### src/rtl/core/spead_beam_header_parser_assert.svh
// Assertion macros for the SPEAD beam header parser.
`ifndef SPEAD_BEAM_HEADER_PARSER_ASSERT_SVH
`define SPEAD_BEAM_HEADER_PARSER_ASSERT_SVH

`ifndef ASSERT_OFF
`define SPB_ASSERT_IMPLY(lbl, clk, rst_n, ante, cons) \
    lbl: assert property (@(posedge clk) disable iff (!rst_n) (ante) |-> (cons)) \
        else $error("assertion failed");
`define SPB_ASSERT_NEXT(lbl, clk, rst_n, ante, cons) \
    lbl: assert property (@(posedge clk) disable iff (!rst_n) (ante) |=> (cons)) \
        else $error("assertion failed");
`else
`define SPB_ASSERT_IMPLY(lbl, clk, rst_n, ante, cons)
`define SPB_ASSERT_NEXT(lbl, clk, rst_n, ante, cons)
`endif

`endif

### src/rtl/core/spb_pkg.sv
// Shared types and constants of the SPEAD beam header parser.
package spb_pkg;

    localparam int ADDR_BITS = 48;
    localparam int ID_W      = 63 - ADDR_BITS;
    localparam int COUNT_W   = 16;

    localparam logic [7:0] HDR_MAGIC       = 8'h53;
    localparam logic [7:0] HDR_VERSION     = 8'h04;
    localparam logic [7:0] ITEM_PTR_BYTES  = 8'((64 - ADDR_BITS) / 8);
    localparam logic [7:0] HEAP_ADDR_BYTES = 8'(ADDR_BITS / 8);

    localparam logic [ID_W-1:0] ID_HEAP_COUNTER = ID_W'(16'h0001);
    localparam logic [ID_W-1:0] ID_PAYLOAD_LEN  = ID_W'(16'h0004);
    localparam logic [ID_W-1:0] ID_SYNC_EPOCH   = ID_W'(16'h1027);
    localparam logic [ID_W-1:0] ID_TIME_STAMP   = ID_W'(16'h1600);
    localparam logic [ID_W-1:0] ID_CHANNEL_INFO = ID_W'(16'h2005);
    localparam logic [ID_W-1:0] ID_TILE_INFO    = ID_W'(16'h2003);
    localparam logic [ID_W-1:0] ID_SCAN_ID      = ID_W'(16'h2004);
    localparam logic [ID_W-1:0] ID_DATA_OFFSET  = ID_W'(16'h3300);

    localparam logic [ADDR_BITS-1:0] MODE_BURST   = ADDR_BITS'(8'h08);
    localparam logic [ADDR_BITS-1:0] MODE_INTEG_A = ADDR_BITS'(8'h09);
    localparam logic [ADDR_BITS-1:0] MODE_INTEG_B = ADDR_BITS'(8'h11);

    localparam int POS_W = 3;
    localparam logic [POS_W-1:0] MODE_POSITION = 3'd5;
    localparam logic [POS_W-1:0] POS_SATURATE  = 3'd6;

    localparam logic [1:0] QUEUE_DEPTH = 2'd2;

    typedef enum logic [2:0] {
        ITEM_HEAP,
        ITEM_LENGTH,
        ITEM_SYNC,
        ITEM_STAMP,
        ITEM_CHANNEL,
        ITEM_TILE,
        ITEM_OFFSET,
        ITEM_OTHER
    } item_kind_t;

    typedef enum logic [1:0] {
        STATUS_OK         = 2'd0,
        STATUS_BAD_HEADER = 2'd1,
        STATUS_BAD_MODE   = 2'd2
    } status_t;

    typedef struct packed {
        logic                 is_header;
        logic                 header_good;
        logic [COUNT_W-1:0]   count;
        item_kind_t           kind;
        logic [ADDR_BITS-1:0] addr;
    } req_t;

    typedef struct packed {
        status_t     status;
        logic [23:0] heap_counter;
        logic [15:0] heap_index;
        logic [47:0] payload_bytes;
        logic [47:0] sync_epoch;
        logic [47:0] time_stamp;
        logic [7:0]  beam_number;
        logic [15:0] start_channel;
        logic [15:0] included_channels;
        logic [7:0]  tile_number;
        logic [15:0] station_number;
        logic [31:0] data_offset;
    } res_t;

    typedef struct packed {
        logic take;
        logic res_push;
        logic res_full;
    } back_stat_t;

endpackage

### src/rtl/core/spb_front.sv
// Front end: classify each incoming word into a header or item request.
module spb_front
(
    input  logic [63:0]   word,
    input  logic          first,
    output spb_pkg::req_t req
);
    import spb_pkg::*;

    logic [ID_W-1:0] id;

    assign id = word[62:ADDR_BITS];

    always_comb
    begin
        req.is_header   = first;
        req.header_good = (word[63:56] == HDR_MAGIC) &&
                          (word[55:48] == HDR_VERSION) &&
                          (word[47:40] == ITEM_PTR_BYTES) &&
                          (word[39:32] == HEAP_ADDR_BYTES);
        req.count       = word[COUNT_W-1:0];
        req.addr        = word[ADDR_BITS-1:0];
        case (id)
            ID_HEAP_COUNTER: req.kind = ITEM_HEAP;
            ID_PAYLOAD_LEN:  req.kind = ITEM_LENGTH;
            ID_SYNC_EPOCH:   req.kind = ITEM_SYNC;
            ID_TIME_STAMP:   req.kind = ITEM_STAMP;
            ID_CHANNEL_INFO: req.kind = ITEM_CHANNEL;
            ID_TILE_INFO:    req.kind = ITEM_TILE;
            ID_DATA_OFFSET:  req.kind = ITEM_OFFSET;
            ID_SCAN_ID:      req.kind = ITEM_OTHER;
            default:         req.kind = ITEM_OTHER;
        endcase
    end

endmodule

### src/rtl/core/spb_req_queue.sv
// Two-entry request queue between the front and back ends.
module spb_req_queue
(
    input  logic          clk,
    input  logic          rst_n,
    input  logic          push,
    input  spb_pkg::req_t push_req,
    output logic          full,
    input  logic          pop,
    output spb_pkg::req_t head,
    output logic          valid
);
    import spb_pkg::*;

    req_t       slot_reg [2];
    logic       wr_ptr_reg;
    logic       wr_ptr_next;
    logic       rd_ptr_reg;
    logic       rd_ptr_next;
    logic [1:0] count_reg;
    logic [1:0] count_next;
    logic       do_push;
    logic       do_pop;

    assign full    = (count_reg == QUEUE_DEPTH);
    assign valid   = (count_reg != 2'd0);
    assign head    = slot_reg[rd_ptr_reg];
    assign do_push = push && !full;
    assign do_pop  = pop && valid;

    always_comb
    begin
        wr_ptr_next = do_push ? !wr_ptr_reg : wr_ptr_reg;
        rd_ptr_next = do_pop ? !rd_ptr_reg : rd_ptr_reg;
        count_next  = count_reg;
        if (do_push && !do_pop)
        begin
            count_next = count_reg + 2'd1;
        end
        else if (do_pop && !do_push)
        begin
            count_next = count_reg - 2'd1;
        end
    end

    always_ff @(posedge clk or negedge rst_n)
    begin
        if (!rst_n)
        begin
            wr_ptr_reg <= 1'b0;
            rd_ptr_reg <= 1'b0;
            count_reg  <= 2'd0;
        end
        else
        begin
            wr_ptr_reg <= wr_ptr_next;
            rd_ptr_reg <= rd_ptr_next;
            count_reg  <= count_next;
        end
    end

    always_ff @(posedge clk)
    begin
        if (do_push)
        begin
            slot_reg[wr_ptr_reg] <= push_req;
        end
    end

endmodule

### src/rtl/core/spb_back.sv
// Back end: track the packet, load item registers and queue the results.
module spb_back
(
    input  logic               clk,
    input  logic               rst_n,
    input  logic               stream_kind_we,
    input  logic               stream_kind,
    input  logic               req_valid,
    input  spb_pkg::req_t      req,
    output logic               req_pop,
    output spb_pkg::res_t      res,
    output logic               empty,
    input  logic               pop,
    output spb_pkg::back_stat_t stat
);
    import spb_pkg::*;

    logic               kind_reg;
    logic [COUNT_W-1:0] items_left_reg;
    logic [COUNT_W-1:0] items_left_next;
    logic [POS_W-1:0]   pos_reg;
    logic [POS_W-1:0]   pos_next;
    logic               header_good_reg;
    logic               header_good_next;
    logic               mode_good_reg;
    logic               mode_good_next;
    logic [23:0]        heap_reg;
    logic [23:0]        heap_next;
    logic [15:0]        index_reg;
    logic [15:0]        index_next;
    logic [47:0]        length_reg;
    logic [47:0]        length_next;
    logic [47:0]        sync_reg;
    logic [47:0]        sync_next;
    logic [47:0]        stamp_reg;
    logic [47:0]        stamp_next;
    logic [39:0]        chan_reg;
    logic [39:0]        chan_next;
    logic [23:0]        tile_reg;
    logic [23:0]        tile_next;
    logic [31:0]        offset_reg;
    logic [31:0]        offset_next;
    logic [63:0]        addr64;
    logic               take;
    logic               emit;
    res_t               result;

    res_t       slot_reg [2];
    logic       wr_ptr_reg;
    logic       rd_ptr_reg;
    logic [1:0] count_reg;
    logic [1:0] count_next;
    logic       res_full;
    logic       do_pop;

    assign res_full = (count_reg == QUEUE_DEPTH);
    assign take     = req_valid && !res_full;
    assign req_pop  = take;
    assign addr64   = 64'(req.addr);
    assign empty    = (count_reg == 2'd0);
    assign res      = slot_reg[rd_ptr_reg];
    assign do_pop   = pop && !empty;

    assign stat.take     = take;
    assign stat.res_push = emit;
    assign stat.res_full = res_full;

    always_comb
    begin
        items_left_next  = items_left_reg;
        pos_next         = pos_reg;
        header_good_next = header_good_reg;
        mode_good_next   = mode_good_reg;
        heap_next        = heap_reg;
        index_next       = index_reg;
        length_next      = length_reg;
        sync_next        = sync_reg;
        stamp_next       = stamp_reg;
        chan_next        = chan_reg;
        tile_next        = tile_reg;
        offset_next      = offset_reg;
        emit             = 1'b0;
        if (take)
        begin
            if (req.is_header)
            begin
                // start a new packet, drop any in progress
                header_good_next = req.header_good;
                mode_good_next   = 1'b0;
                items_left_next  = req.count;
                pos_next         = '0;
                heap_next        = '0;
                index_next       = '0;
                length_next      = '0;
                sync_next        = '0;
                stamp_next       = '0;
                chan_next        = '0;
                tile_next        = '0;
                offset_next      = '0;
                emit             = (req.count == '0);
            end
            else if (items_left_reg != '0)
            begin
                pos_next = (pos_reg == POS_SATURATE) ? POS_SATURATE : pos_reg + 3'd1;
                case (req.kind)
                    ITEM_HEAP:
                    begin
                        heap_next  = addr64[23:0];
                        index_next = addr64[39:24];
                    end
                    ITEM_LENGTH:  length_next = addr64[47:0];
                    ITEM_SYNC:    sync_next   = addr64[47:0];
                    ITEM_STAMP:   stamp_next  = addr64[47:0];
                    ITEM_CHANNEL: chan_next   = addr64[39:0];
                    ITEM_TILE:    tile_next   = addr64[39:16];
                    ITEM_OFFSET:  offset_next = addr64[31:0];
                    default:      ;
                endcase
                if (pos_next == MODE_POSITION)
                begin
                    mode_good_next = kind_reg ?
                        (req.addr inside {MODE_INTEG_A, MODE_INTEG_B}) :
                        (req.addr == MODE_BURST);
                end
                items_left_next = items_left_reg - 16'd1;
                emit            = (items_left_reg == 16'd1);
            end
        end
    end

    always_comb
    begin
        result = '0;
        if (!header_good_next)
        begin
            result.status = STATUS_BAD_HEADER;
        end
        else if (!mode_good_next)
        begin
            result.status = STATUS_BAD_MODE;
        end
        else
        begin
            result.status            = STATUS_OK;
            result.heap_counter      = heap_next;
            result.heap_index        = index_next;
            result.payload_bytes     = length_next;
            result.sync_epoch        = sync_next;
            result.time_stamp        = stamp_next;
            result.beam_number       = chan_next[39:32];
            result.start_channel     = chan_next[31:16];
            result.included_channels = chan_next[15:0];
            result.tile_number       = tile_next[23:16];
            result.station_number    = tile_next[15:0];
            result.data_offset       = offset_next;
        end
    end

    always_comb
    begin
        count_next = count_reg;
        if (emit && !do_pop)
        begin
            count_next = count_reg + 2'd1;
        end
        else if (do_pop && !emit)
        begin
            count_next = count_reg - 2'd1;
        end
    end

    always_ff @(posedge clk or negedge rst_n)
    begin
        if (!rst_n)
        begin
            kind_reg        <= 1'b0;
            items_left_reg  <= '0;
            pos_reg         <= '0;
            header_good_reg <= 1'b0;
            mode_good_reg   <= 1'b0;
            wr_ptr_reg      <= 1'b0;
            rd_ptr_reg      <= 1'b0;
            count_reg       <= 2'd0;
        end
        else
        begin
            if (stream_kind_we)
            begin
                kind_reg <= stream_kind;
            end
            items_left_reg  <= items_left_next;
            pos_reg         <= pos_next;
            header_good_reg <= header_good_next;
            mode_good_reg   <= mode_good_next;
            wr_ptr_reg      <= emit ? !wr_ptr_reg : wr_ptr_reg;
            rd_ptr_reg      <= do_pop ? !rd_ptr_reg : rd_ptr_reg;
            count_reg       <= count_next;
        end
    end

    always_ff @(posedge clk)
    begin
        heap_reg   <= heap_next;
        index_reg  <= index_next;
        length_reg <= length_next;
        sync_reg   <= sync_next;
        stamp_reg  <= stamp_next;
        chan_reg   <= chan_next;
        tile_reg   <= tile_next;
        offset_reg <= offset_next;
        if (emit)
        begin
            slot_reg[wr_ptr_reg] <= result;
        end
    end

endmodule

### src/rtl/core/spead_beam_header_parser.sv
// Top level of the SPEAD-64-48 beam packet header parser.
//
// Input: write one 64-bit word per request with push while full is low; raise
// first on the SPEAD header word, then send the item pointer words it counts.
// Output: while empty is low the ports show the oldest packet result; take it
// with pop. One result follows the last item word (or a header with no items).
// Configuration: stream_kind_we writes stream_kind (0 burst, 1 integrated)
// at once; write it only while no packet is in flight.
// Path: an accepted word is registered in the two-entry request queue; the back
// end decodes the queue head and registers each packet result in the two-entry
// result queue, whose oldest entry the ports show and pop takes.
// Throughput: one word per cycle while full is low; the request and result queues
// each take a write and a read in the same cycle unless they are full.
// Stall: when pop stays low the two-entry result queue fills, the back end
// holds, the request queue fills and full rises; nothing is dropped.
// Reset: both queues are empty, no packet is open and stream_kind is 0.
module spead_beam_header_parser
(
    input  logic        clk,
    input  logic        rst_n,
    input  logic        stream_kind_we,
    input  logic        stream_kind,
    input  logic        push,
    output logic        full,
    input  logic [63:0] word,
    input  logic        first,
    output logic        empty,
    input  logic        pop,
    output logic [1:0]  status,
    output logic [23:0] heap_counter,
    output logic [15:0] heap_index,
    output logic [47:0] payload_bytes,
    output logic [47:0] sync_epoch,
    output logic [47:0] time_stamp,
    output logic [7:0]  beam_number,
    output logic [15:0] start_channel,
    output logic [15:0] included_channels,
    output logic [7:0]  tile_number,
    output logic [15:0] station_number,
    output logic [31:0] data_offset
);
    import spb_pkg::*;

    `include "spead_beam_header_parser_assert.svh"

    req_t       front_req;
    req_t       head_req;
    logic       head_valid;
    logic       head_pop;
    res_t       res;
    back_stat_t stat;

    spb_front u_front
    (
        .word  (word),
        .first (first),
        .req   (front_req)
    );

    spb_req_queue u_queue
    (
        .clk      (clk),
        .rst_n    (rst_n),
        .push     (push),
        .push_req (front_req),
        .full     (full),
        .pop      (head_pop),
        .head     (head_req),
        .valid    (head_valid)
    );

    spb_back u_back
    (
        .clk            (clk),
        .rst_n          (rst_n),
        .stream_kind_we (stream_kind_we),
        .stream_kind    (stream_kind),
        .req_valid      (head_valid),
        .req            (head_req),
        .req_pop        (head_pop),
        .res            (res),
        .empty          (empty),
        .pop            (pop),
        .stat           (stat)
    );

    assign status            = res.status;
    assign heap_counter      = res.heap_counter;
    assign heap_index        = res.heap_index;
    assign payload_bytes     = res.payload_bytes;
    assign sync_epoch        = res.sync_epoch;
    assign time_stamp        = res.time_stamp;
    assign beam_number       = res.beam_number;
    assign start_channel     = res.start_channel;
    assign included_channels = res.included_channels;
    assign tile_number       = res.tile_number;
    assign station_number    = res.station_number;
    assign data_offset       = res.data_offset;

    `SPB_ASSERT_IMPLY(a_take_needs_request, clk, rst_n, stat.take, head_valid)
    `SPB_ASSERT_IMPLY(a_push_needs_take, clk, rst_n, stat.res_push, stat.take && !stat.res_full)
    `SPB_ASSERT_NEXT(a_result_shows, clk, rst_n, stat.res_push, !empty)
    `SPB_ASSERT_NEXT(a_full_holds_head, clk, rst_n, full && !head_pop, full)

endmodule

### config.mk
export PLATFORM = sky130hd
export DESIGN_NAME = spead_beam_header_parser
export DESIGN_NICKNAME = d
export VERILOG_FILES = /design/src/rtl/core/spb_pkg.sv /design/src/rtl/core/spb_front.sv /design/src/rtl/core/spb_req_queue.sv /design/src/rtl/core/spb_back.sv /design/src/rtl/core/spead_beam_header_parser.sv
export VERILOG_INCLUDE_DIRS = /design/src /design/src/rtl/core
export SDC_FILE = /design/constraint.sdc
export NUM_CORES = 1
export LEC_CHECK = 0
export ABC_AREA = 1
export BUFFER_PORTS_ARGS = -buffer_cell sky130_fd_sc_hd__clkbuf_2
export CAP_MARGIN = 20
export CORE_MARGIN = 4
export CORE_UTILIZATION = 40
export CTS_CLUSTER_SIZE = 40
export DETAILED_ROUTE_END_ITERATION = 8
export HOLD_SLACK_MARGIN = 0.08
export SLEW_MARGIN = 10
export SYNTH_ARGS = -nofsm -noshare
export SYNTH_HDL_FRONTEND = slang
export SYNTH_HIERARCHICAL = 1
export SYNTH_SLANG_ARGS = --single-unit
### constraint.sdc
create_clock -name clk -period 36 [get_ports clk]
set_clock_uncertainty 0.2 [all_clocks]
set_input_delay 3.6 -clock clk [delete_from_list [all_inputs] [get_ports clk]]
set_output_delay 3.6 -clock clk [all_outputs]
set_load 0.03 [all_outputs]
== After elaboration in Yosys (flattened, before gate mapping) ==
Memory sizes are Yosys's and may differ from the RTL's.
Index checks and enable logic that the tools add are counted.
W data, S select, Z words.
Storage, ports and cells
  bits in registers: 310
  bits in writable memories: 702
  input port bits: 71
  memories kept: 2
Memory list
  u_back.slot_reg: words 2, width 282, read ports 1, clocked after memory_dff 0, wr ports 1, line spb_back.sv:48  | res_t slot_reg [2];
  u_queue.slot_reg: words 2, width 69, read ports 1, clocked after memory_dff 0, wr ports 1, line spb_req_queue.sv:15  | req_t slot_reg [2];
Cells by class
  add/sub/neg operators: 6
  equal/unequal tests: 25
  multiplexer cells: 60
  reductions and logical operators: 32
Operator list (count)
  $mux W48: 12
  $mux W280: 2
  $mux W24: 8
  $mux W40: 4
  $mux W32: 4
  $eq A48 B4 Y1 const B: 2
  $mux W16: 6
  $eq A48 B5 Y1 const B: 1
  $eq A15 B14 Y1 const B: 3
  $eq A15 B13 Y1 const B: 2
  $pmux W3 S7: 1
  $eq A16 B1 Y1 const B: 1
  $eq A8 B3 Y1 const B: 2
  $logic_not A16 Y1: 1
  $reduce_bool A16 Y1: 1
  $sub A16 B1 Y16 const B: 1
  $eq A15 B1 Y1 const B: 1
  $eq A15 B3 Y1 const B: 1
  $eq A3 B3 Y1 const B: 5
  $mux W1: 14
  $mux W2: 6
  $logic_and A1 B1 Y1: 11
  $logic_not A1 Y1: 11
  $reduce_bool A2 Y1: 5
  12 further kinds: 18

== Depth between registers and ports, before layout ==
Gate-level depths: netlist (run 1).
An unclocked memory read counts as a cell.
  depth after elaboration: 10
  depth in mapped cells: 19
  mapped depth without buffers: 15

== Hierarchy ==
The synthesis (run 1) kept the hierarchy.
Modules (own cells, without submodules)
  spb_back: instances 1, cells each 4565, area each 38647.1 um^2, seq. area each 23192.2 um^2
  spb_req_queue: instances 1, cells each 392, area each 5258.8 um^2, seq. area each 4244.1 um^2
  spb_front: instances 1, cells each 153, area each 888.4 um^2, seq. area each 0.0 um^2

== Least setup slack after synthesis (run 1) ==
OpenSTA, ideal clock, no wires.
  kind: reg-to-reg
  from: register u_queue.rd_ptr_reg
  to: memory u_back/slot_reg[0][0] in the netlist's numbering, enable pin
  library setup time: 0.931 ns
  arrival time: 13.122 ns
  slack: 21.747 ns
  cell stages (with the launch flop): 11
  period minus slack after synthesis: 14.253 ns
  cells stage by stage: dfrtp_1 > buf_6 > buf_2 > nand2_1 > nand2_1 > or2_2 > nor3_1 > nand3b_1 > nand2_1 > nand2_1 > nor2_1
RTL lines
  start: declaration: line spb_req_queue.sv:18  | logic rd_ptr_reg;
  start signal: assignment: line spb_req_queue.sv:57  | rd_ptr_reg <= rd_ptr_next;
  end: declaration: line spb_back.sv:48

== Worst setup path after layout (run 1) ==
  from: register u_back.rd_ptr_reg
  to: output time_stamp[45]
Between the ends
  cells in the longest elaborated chain, start to end: 1
Ends and longest elaborated chain
  start: declaration: line spb_back.sv:50  | logic rd_ptr_reg;
  start signal: assignment: line spb_back.sv:196  | rd_ptr_reg <= do_pop ? !rd_ptr_reg : rd_ptr_reg;
  $mem_v2 Z2 W282
  end: declaration: line spead_beam_header_parser.sv:34  | output logic [47:0] time_stamp,
Every way passes these cells.

==> out/results.md, run 1 <==
| Quantity | This run | Unit |
|---|---|---|
| Ports placed on the boundary | 355 | - |
| Die footprint | 117,300 | um^2 |
| Leading cell type in the layout, fill and taps excluded | nand2_1 | - |
| Startpoint class of the critical path | register | - |
| Total power divided by cell area | 88.34 | nW/um^2 |
| Cell chosen for the clock root | clkbuf_16 | - |
| Worst r2r path cells | 12 | - |
| Cell family contributing the most delay on the critical path | buffers and inverters | - |
| Hold WC Path Type | register to register | - |
| Max VDD drop | 0.00007725 | V |
| Total nets after synthesis | 5,184 | - |
| Ratio of cells with drive above 1 in the final layout | 12.10 | % |
| Start point of the worst hold path | u_queue/count_reg[1]$_DFFE_PN0P_ | - |
| Signal arrival time at the worst endpoint | 3.52 | ns |
| Hold slack final | 0.2704 | ns |
| Cell mode on critical path | buf_4 | - |
| HPWL after DPL | 78,920 | um |
| # nets final | 5,331 | - |
| Worst hold path depth | 2 | - |
| Post-CTS setup buffers | 0 | - |
| Final routed wirelength across all metal layers | 126,800 | um |
| Final Hold Violating Endpoints | 0 | - |
| Clock-pin slew on the worst setup and hold paths | 0.06 | ns |
| Critical path startpoint | u_back/rd_ptr_reg$_DFFE_PN0P_ | - |
| Post-route fraction of the period consumed by the critical path | 20.33 | % |
| Post-CTS Resized | 0 | - |
| Inserted Clock Buffers | 107 | - |
| DRC violations left | 0 | - |
| Total Negative Setup Slacks | 0 | ns |
| Maximum clock rate | 136.6 | MHz |
| Critical path's slowest cell | buf_4 | - |
| Final-report max-slew violation count | 0 | - |
| Growth of design area from synthesis to finish | 12.69 | % |
| TritonCTS clock tree | done | - |
| Number of antenna violations at the first check in global routing | 3 | - |
| Capturing element type of the critical path | output port | - |
| Netlist area before placement | 44,770 | um^2 |
| Startpoint of the worst register-to-register path | u_queue/rd_ptr_reg$_DFFE_PN0P_ | - |
| Most frequent cells in the layout | nand2_1, inv_1, edfxtp_1, nor2_1, clkbuf_2 | - |
| Run status | complete, no violations | - |
| Worst-Margin Slew | 1.278 | ns |
| Iteration count of the initial detailed-routing pass | 6 | - |
| Warnings, synthesis | 6 | - |
| I/O Buffers | 354 | - |
| Setup repair after global routing missed its margin | false | - |
| Buf+Inv Stages, Crit Path | 4 | - |
| H-tree depth | 3 | - |
| Via count normalized by instance count | 4.865 | - |
| Row count | 122 | - |
| X dimension of the die | 342.6 | um |
| Leakage power figure | 25.46 | nW |
| Maximum number of pins on one net before global-route repair | 214 | - |
| Clock network latency to the later pin of the worst-skew pair | 0.68 | ns |
| Post-DR wirelength/cell | 18.56 | um |
| Mean instance size in the synthesized netlist | 8.767 | um^2 |
| Worst Path Required | 32.20 | ns |
| Maximum fanout along the worst path | 87 | - |
| Max Root-Sink Buffers | 3 | - |
| Global route total overflow | 0 | - |
| Via count of the first global-routing pass | 31.05k | - |
| First-iteration detailed-routing DRC count | 3,415 | - |
| WP depth | 6 | - |
| Number of instances in the synthesized netlist | 5,107 | - |
| Worst path max stage delay | 0.68 | ns |
| Die H | 342.6 | um |
| Vias after detailed routing | 33.24k | - |
| Slew Limit Headroom | 14.83 | % |
| Number of hold buffers added after cts | 0 | - |
| Number of filler instances in the final layout | 10.74k | - |
| Total global routing track utilization | 20.96 | % |
| Total clock sinks | 1,012 | - |
| Cell chain of the critical path | buf_4, buf_4, buf_4, nand2_1, nand2_1, clkbuf_2 | - |
| Initial cell density of the core | 40.34 | % |
| Global-route wire length before repair | 189,100 | um |
| Number of antenna-violating nets in the routed design | 0 | - |
| # Max-Cap Violations | 0 | - |
| Core region area | 111,000 | um^2 |
| Minimum clock period after layout | 7.320 | ns |
| Final GP Congestion | 0.7992 | - |
| # diodes | 0 | - |
| Number of setup violations in the final report | 0 | - |
| Start-to-end type of the worst setup path | register to output port | - |
| Max FFs per register | 564 | - |
-- through the flow --
step	cells	cell area [um^2]	total power, W	utilization, %	setup WS [ns]
after CTS	6831	50410	0.004485	45.43	28.60
after detailed placement	6631	47010	0.003406	42.36	29.35
final	6833	50450	0.004457	45.47	28.68
after global routing	6833	50450	0.004724	45.47	28.40
after floorplan	5107	44770	0.002787	-	21.75
after global placement	6630	46990	0.003385	42.35	29.44
-- worst register-to-register path, delay by kind of cell, from the launching register on --
| kind | cells | cell delay (ns) |
|---|---|---|
| buffers and inverters | 5 | 3.44 |
| DFF | 1 | 0.42 |
| and+or+nand+nor | 7 | 1.59 |
-- metal layers --
metal	wire length [um]	up-vias	track usage (%)
met5	0	-	0
met4	2996	0	5.385
met3	8672	179	3.295
met2	58000	1141	32.95
met1	57160	15732	30.40
li1	-	16189	-
-- path summary, 6_finish.rpt --
check	endpoint	slack [ns]
worst max-delay path	time_stamp[45]	28.68
worst min-delay path	u_queue/count_reg[1]$_DFFE_PN0P_	0.27
worst max register to register	u_back/slot_reg[1][87]$_DFFE_PP_	29.90
worst min register to register	u_queue/count_reg[1]$_DFFE_PN0P_	0.27
max in group asynchronous	u_back/rd_ptr_reg$_DFFE_PN0P_	32.05
min in group asynchronous	u_back/items_left_reg[11]$_DFFE_PN0P_	2.87
-- layout make-up --
cell class                      instances  area, um^2  area share, %
Clock buffer                          157        3008          5.962
Clock inverter                         43       390.4         0.7737
Inverter                              943        3557          7.050
Multi-Input combinational cell       2791       12020          23.83
Sequential cell                      1012       27440          54.39
Tap cell                             1488        1862          3.690
Timing Repair Buffer                  399        2175          4.310
-- where the power goes --
group          internal [W]  switching (W)  leakage [nW]
registers           0.00140      0.0000481          9.15
clock network      0.000621       0.000453          1.65
logic              0.000415        0.00152          14.7
No activity file was read; power rests on OpenSTA's default activity.
==> run 2, diff against run 1 <==
- ABC_AREA: 1 -> 0
- clock period: 36 -> 7.6 ns (I/O delays scaled with it)
==> out/results.md, run 2 <==
| Quantity | This run | Unit |
|---|---|---|
| Run status | complete, no violations | - |
| Maximum number of pins on one net before global-route repair | 147 | - |
| Slew Limit Headroom | 17.39 | % |
| Worst setup path end | u_back/slot_reg[1][78]$_DFFE_PP_ | - |
| Iteration count of the initial detailed-routing pass | 7 | - |
| Hold WC Path Type | input pin to register | - |
| Total power divided by cell area | 340.5 | nW/um^2 |
| Most frequent cells in the layout | edfxtp_1, clkbuf_2, nor2_1, mux2_2, mux2i_1 | - |
| Maximum clock rate | 190.1 | MHz |
| Final routed wirelength across all metal layers | 107,900 | um |
| Row count | 117 | - |
| Critical path's slowest cell | buf_4 | - |
| Netlist area before placement | 40,940 | um^2 |
| First-iteration detailed-routing DRC count | 1,754 | - |
| Post-CTS setup buffers | 0 | - |
| Global-route wire length before repair | 158,100 | um |
| Number of setup violations in the final report | 0 | - |
| # placed instances | 4,211 | - |
| Post-CTS Resized | 0 | - |
| # nets final | 3,053 | - |
| Final-report max-slew violation count | 0 | - |
| Mean instance size in the synthesized netlist | 15.02 | um^2 |
| Cell chosen for the clock root | clkbuf_16 | - |
| Total global routing track utilization | 19.57 | % |
| HPWL after DPL | 68,830 | um |
| Growth of design area from synthesis to finish | 14.69 | % |
| Leakage power figure | 14.81 | nW |
| Worst-Margin Slew | 1.239 | ns |
| Finished Layout Cells | 4,437 | - |
| Maximum fanout along the worst path | 71 | - |
| Initial cell density of the core | 40.24 | % |
| Leading cell type in the layout, fill and taps excluded | edfxtp_1 | - |
| I/O Buffers | 354 | - |
| Via count of the first global-routing pass | 23.81k | - |
| Inserted Clock Buffers | 105 | - |
| Start-to-end type of the worst setup path | register to register | - |
| Post-DR wirelength/cell | 24.32 | um |
| Via count normalized by instance count | 5.232 | - |
| Startpoint of the worst register-to-register path | u_queue/rd_ptr_reg$_DFFE_PN0P_ | - |
| Worst path max stage delay | 0.89 | ns |
| Total nets after synthesis | 2,802 | - |
| Max Root-Sink Buffers | 3 | - |
| Vias after detailed routing | 23.21k | - |
| Buf+Inv Stages, Crit Path | 3 | - |
| Number of instances in the synthesized netlist | 2,725 | - |
| Reg2Reg Setup Slack | 2.34 | ns |
| Cell mode on critical path | buf_4 | - |
| Max FFs per register | 564 | - |
| Warnings, synthesis | 6 | - |
| Clock network latency to the later pin of the worst-skew pair | 0.67 | ns |
| Cell chain of the critical path | buf_4, mux2_4, nor4_1, nand4_1, nor4_1, o21ai_0, buf_4, nor2_4, buf_4 | - |
| Busiest grt layer | met2 | - |
| Critical path startpoint | u_queue/rd_ptr_reg$_DFFE_PN0P_ | - |
| Met3 track demand over resource | 3.506 | % |
| TritonCTS clock tree | done | - |
| Core region area | 101,700 | um^2 |
| Final Hold Violating Endpoints | 0 | - |
| Number of antenna-violating nets in the routed design | 0 | - |
| Die H | 327.9 | um |
| Fraction of met2 tracks used by global routing | 32.02 | % |
| Worst Path Required | 7.67 | ns |
| Max VDD drop | 0.0002546 | V |
| Ports placed on the boundary | 355 | - |
| WP depth | 9 | - |
| Total clock sinks | 1,012 | - |
| H-tree depth | 3 | - |
| Global route total overflow | 0 | - |
| Die footprint | 107,500 | um^2 |
| DRC violations left | 0 | - |
| Post-route fraction of the period consumed by the critical path | 69.21 | % |
| Endpoint of the worst-slack reg-to-reg timing path | u_back/slot_reg[1][78]$_DFFE_PP_ | - |
| Number of antenna violations at the first check in global routing | 8 | - |
| X dimension of the die | 327.9 | um |
| Cell family contributing the most delay on the critical path | buffers and inverters | - |
| Worst r2r path cells | 9 | - |
| Clock-pin slew on the worst setup and hold paths | 0.06 | ns |
| Capturing element type of the critical path | register | - |
| Minimum clock period after layout | 5.260 | ns |
| Startpoint class of the critical path | register | - |
| Signal arrival time at the worst endpoint | 5.33 | ns |
| Ratio of cells with drive above 1 in the final layout | 36.32 | % |
| Fraction of the core area covered by cells at the end of the flow | 46.15 | % |
| Setup repair after global routing missed its margin | false | - |
| Final GP Congestion | 0.8039 | - |
| Fin area | 46,960 | um^2 |
| # Max-Cap Violations | 0 | - |
| Area post-placement | 43,140 | um^2 |
| Met1 Track Usage GR | 27.19 | % |
-- run 2: worst min path at each step --
stage / startpoint / end / slack, ns / depth (start not counted)
6_report: word[11] / u_queue/slot_reg[0][11]$_DFFE_PP_ / 0.12 / 1
4_1_cts: word[14] / u_queue/slot_reg[1][65]$_DFFE_PP_ / 0.08 / 1
5_1_grt: word[14] / u_queue/slot_reg[1][65]$_DFFE_PP_ / 0.10 / 1
3_5_place_dp: u_back/chan_reg[5]$_DFF_P_ / u_back/chan_reg[5]$_DFF_P_ / 0.28 / 2
2_1_floorplan: rst_n / u_back/count_reg[0]$_DFFE_PN0P_ / 0.26 / 0
3_3_place_gp: u_back/chan_reg[4]$_DFF_P_ / u_back/chan_reg[4]$_DFF_P_ / 0.27 / 2
-- run 2: final cells by class --
class | count | area (um^2)
diodes | 2 | 5.005
flip-flops and latches | 1012 | 27440
inverters | 12 | 45.04
well taps | 1368 | 1712
fillers | 8905 | 54790
clock inverters | 41 | 415.4
clock buffers | 157 | 3069
repair buffers | 412 | 2417
multi-input cells | 1433 | 11850
-- run 2: stage by stage --
stage	power (W)	hold slack (ns)	worst slack [ns]	setup TNS [ns]
4_1_cts	0.01607	0.08129	2.245	0
3_3_place_gp	0.01078	0.2722	2.371	0
5_1_grt	0.01669	0.1007	2.113	0
3_5_place_dp	0.01091	0.2800	2.276	0
2_1_floorplan	0.009819	0.2554	-2.201	-1241.08
6_report	0.01599	0.1239	2.340	0
-- run 2: routing by layer --
layer	vias to the layer above	wire length, um
met5	-	22
met2	734	51410
met3	149	6507
li1	10486	-
met1	11838	47970
met4	6	2009
-- run 2: worst reg2reg max path, stage by stage (launching register included) --
cell     delay, ns
dfrtp_4       0.86
buf_4         0.75
mux2_4        0.38
nor4_1        0.26
nand4_1       0.21
nor4_1        0.32
o21ai_0       0.17
buf_4         0.20
nor2_4        0.53
buf_4         0.90
-- run 2: power by group --
| part | internal (W) | switching (W) |
|---|---|---|
| sequential | 0.00666 | 0.000402 |
| clock | 0.00306 | 0.00208 |
| combinational | 0.00129 | 0.00251 |
| total | 0.0110 | 0.00498 |
-- run 2: repair_timing --
| action | in CTS | in global routing |
|---|---|---|
| endpoints found under the setup margin | 0 | 0 |
| hold buffers | 22 | 0 |
| endpoints found under the hold margin | 80 | 0 |
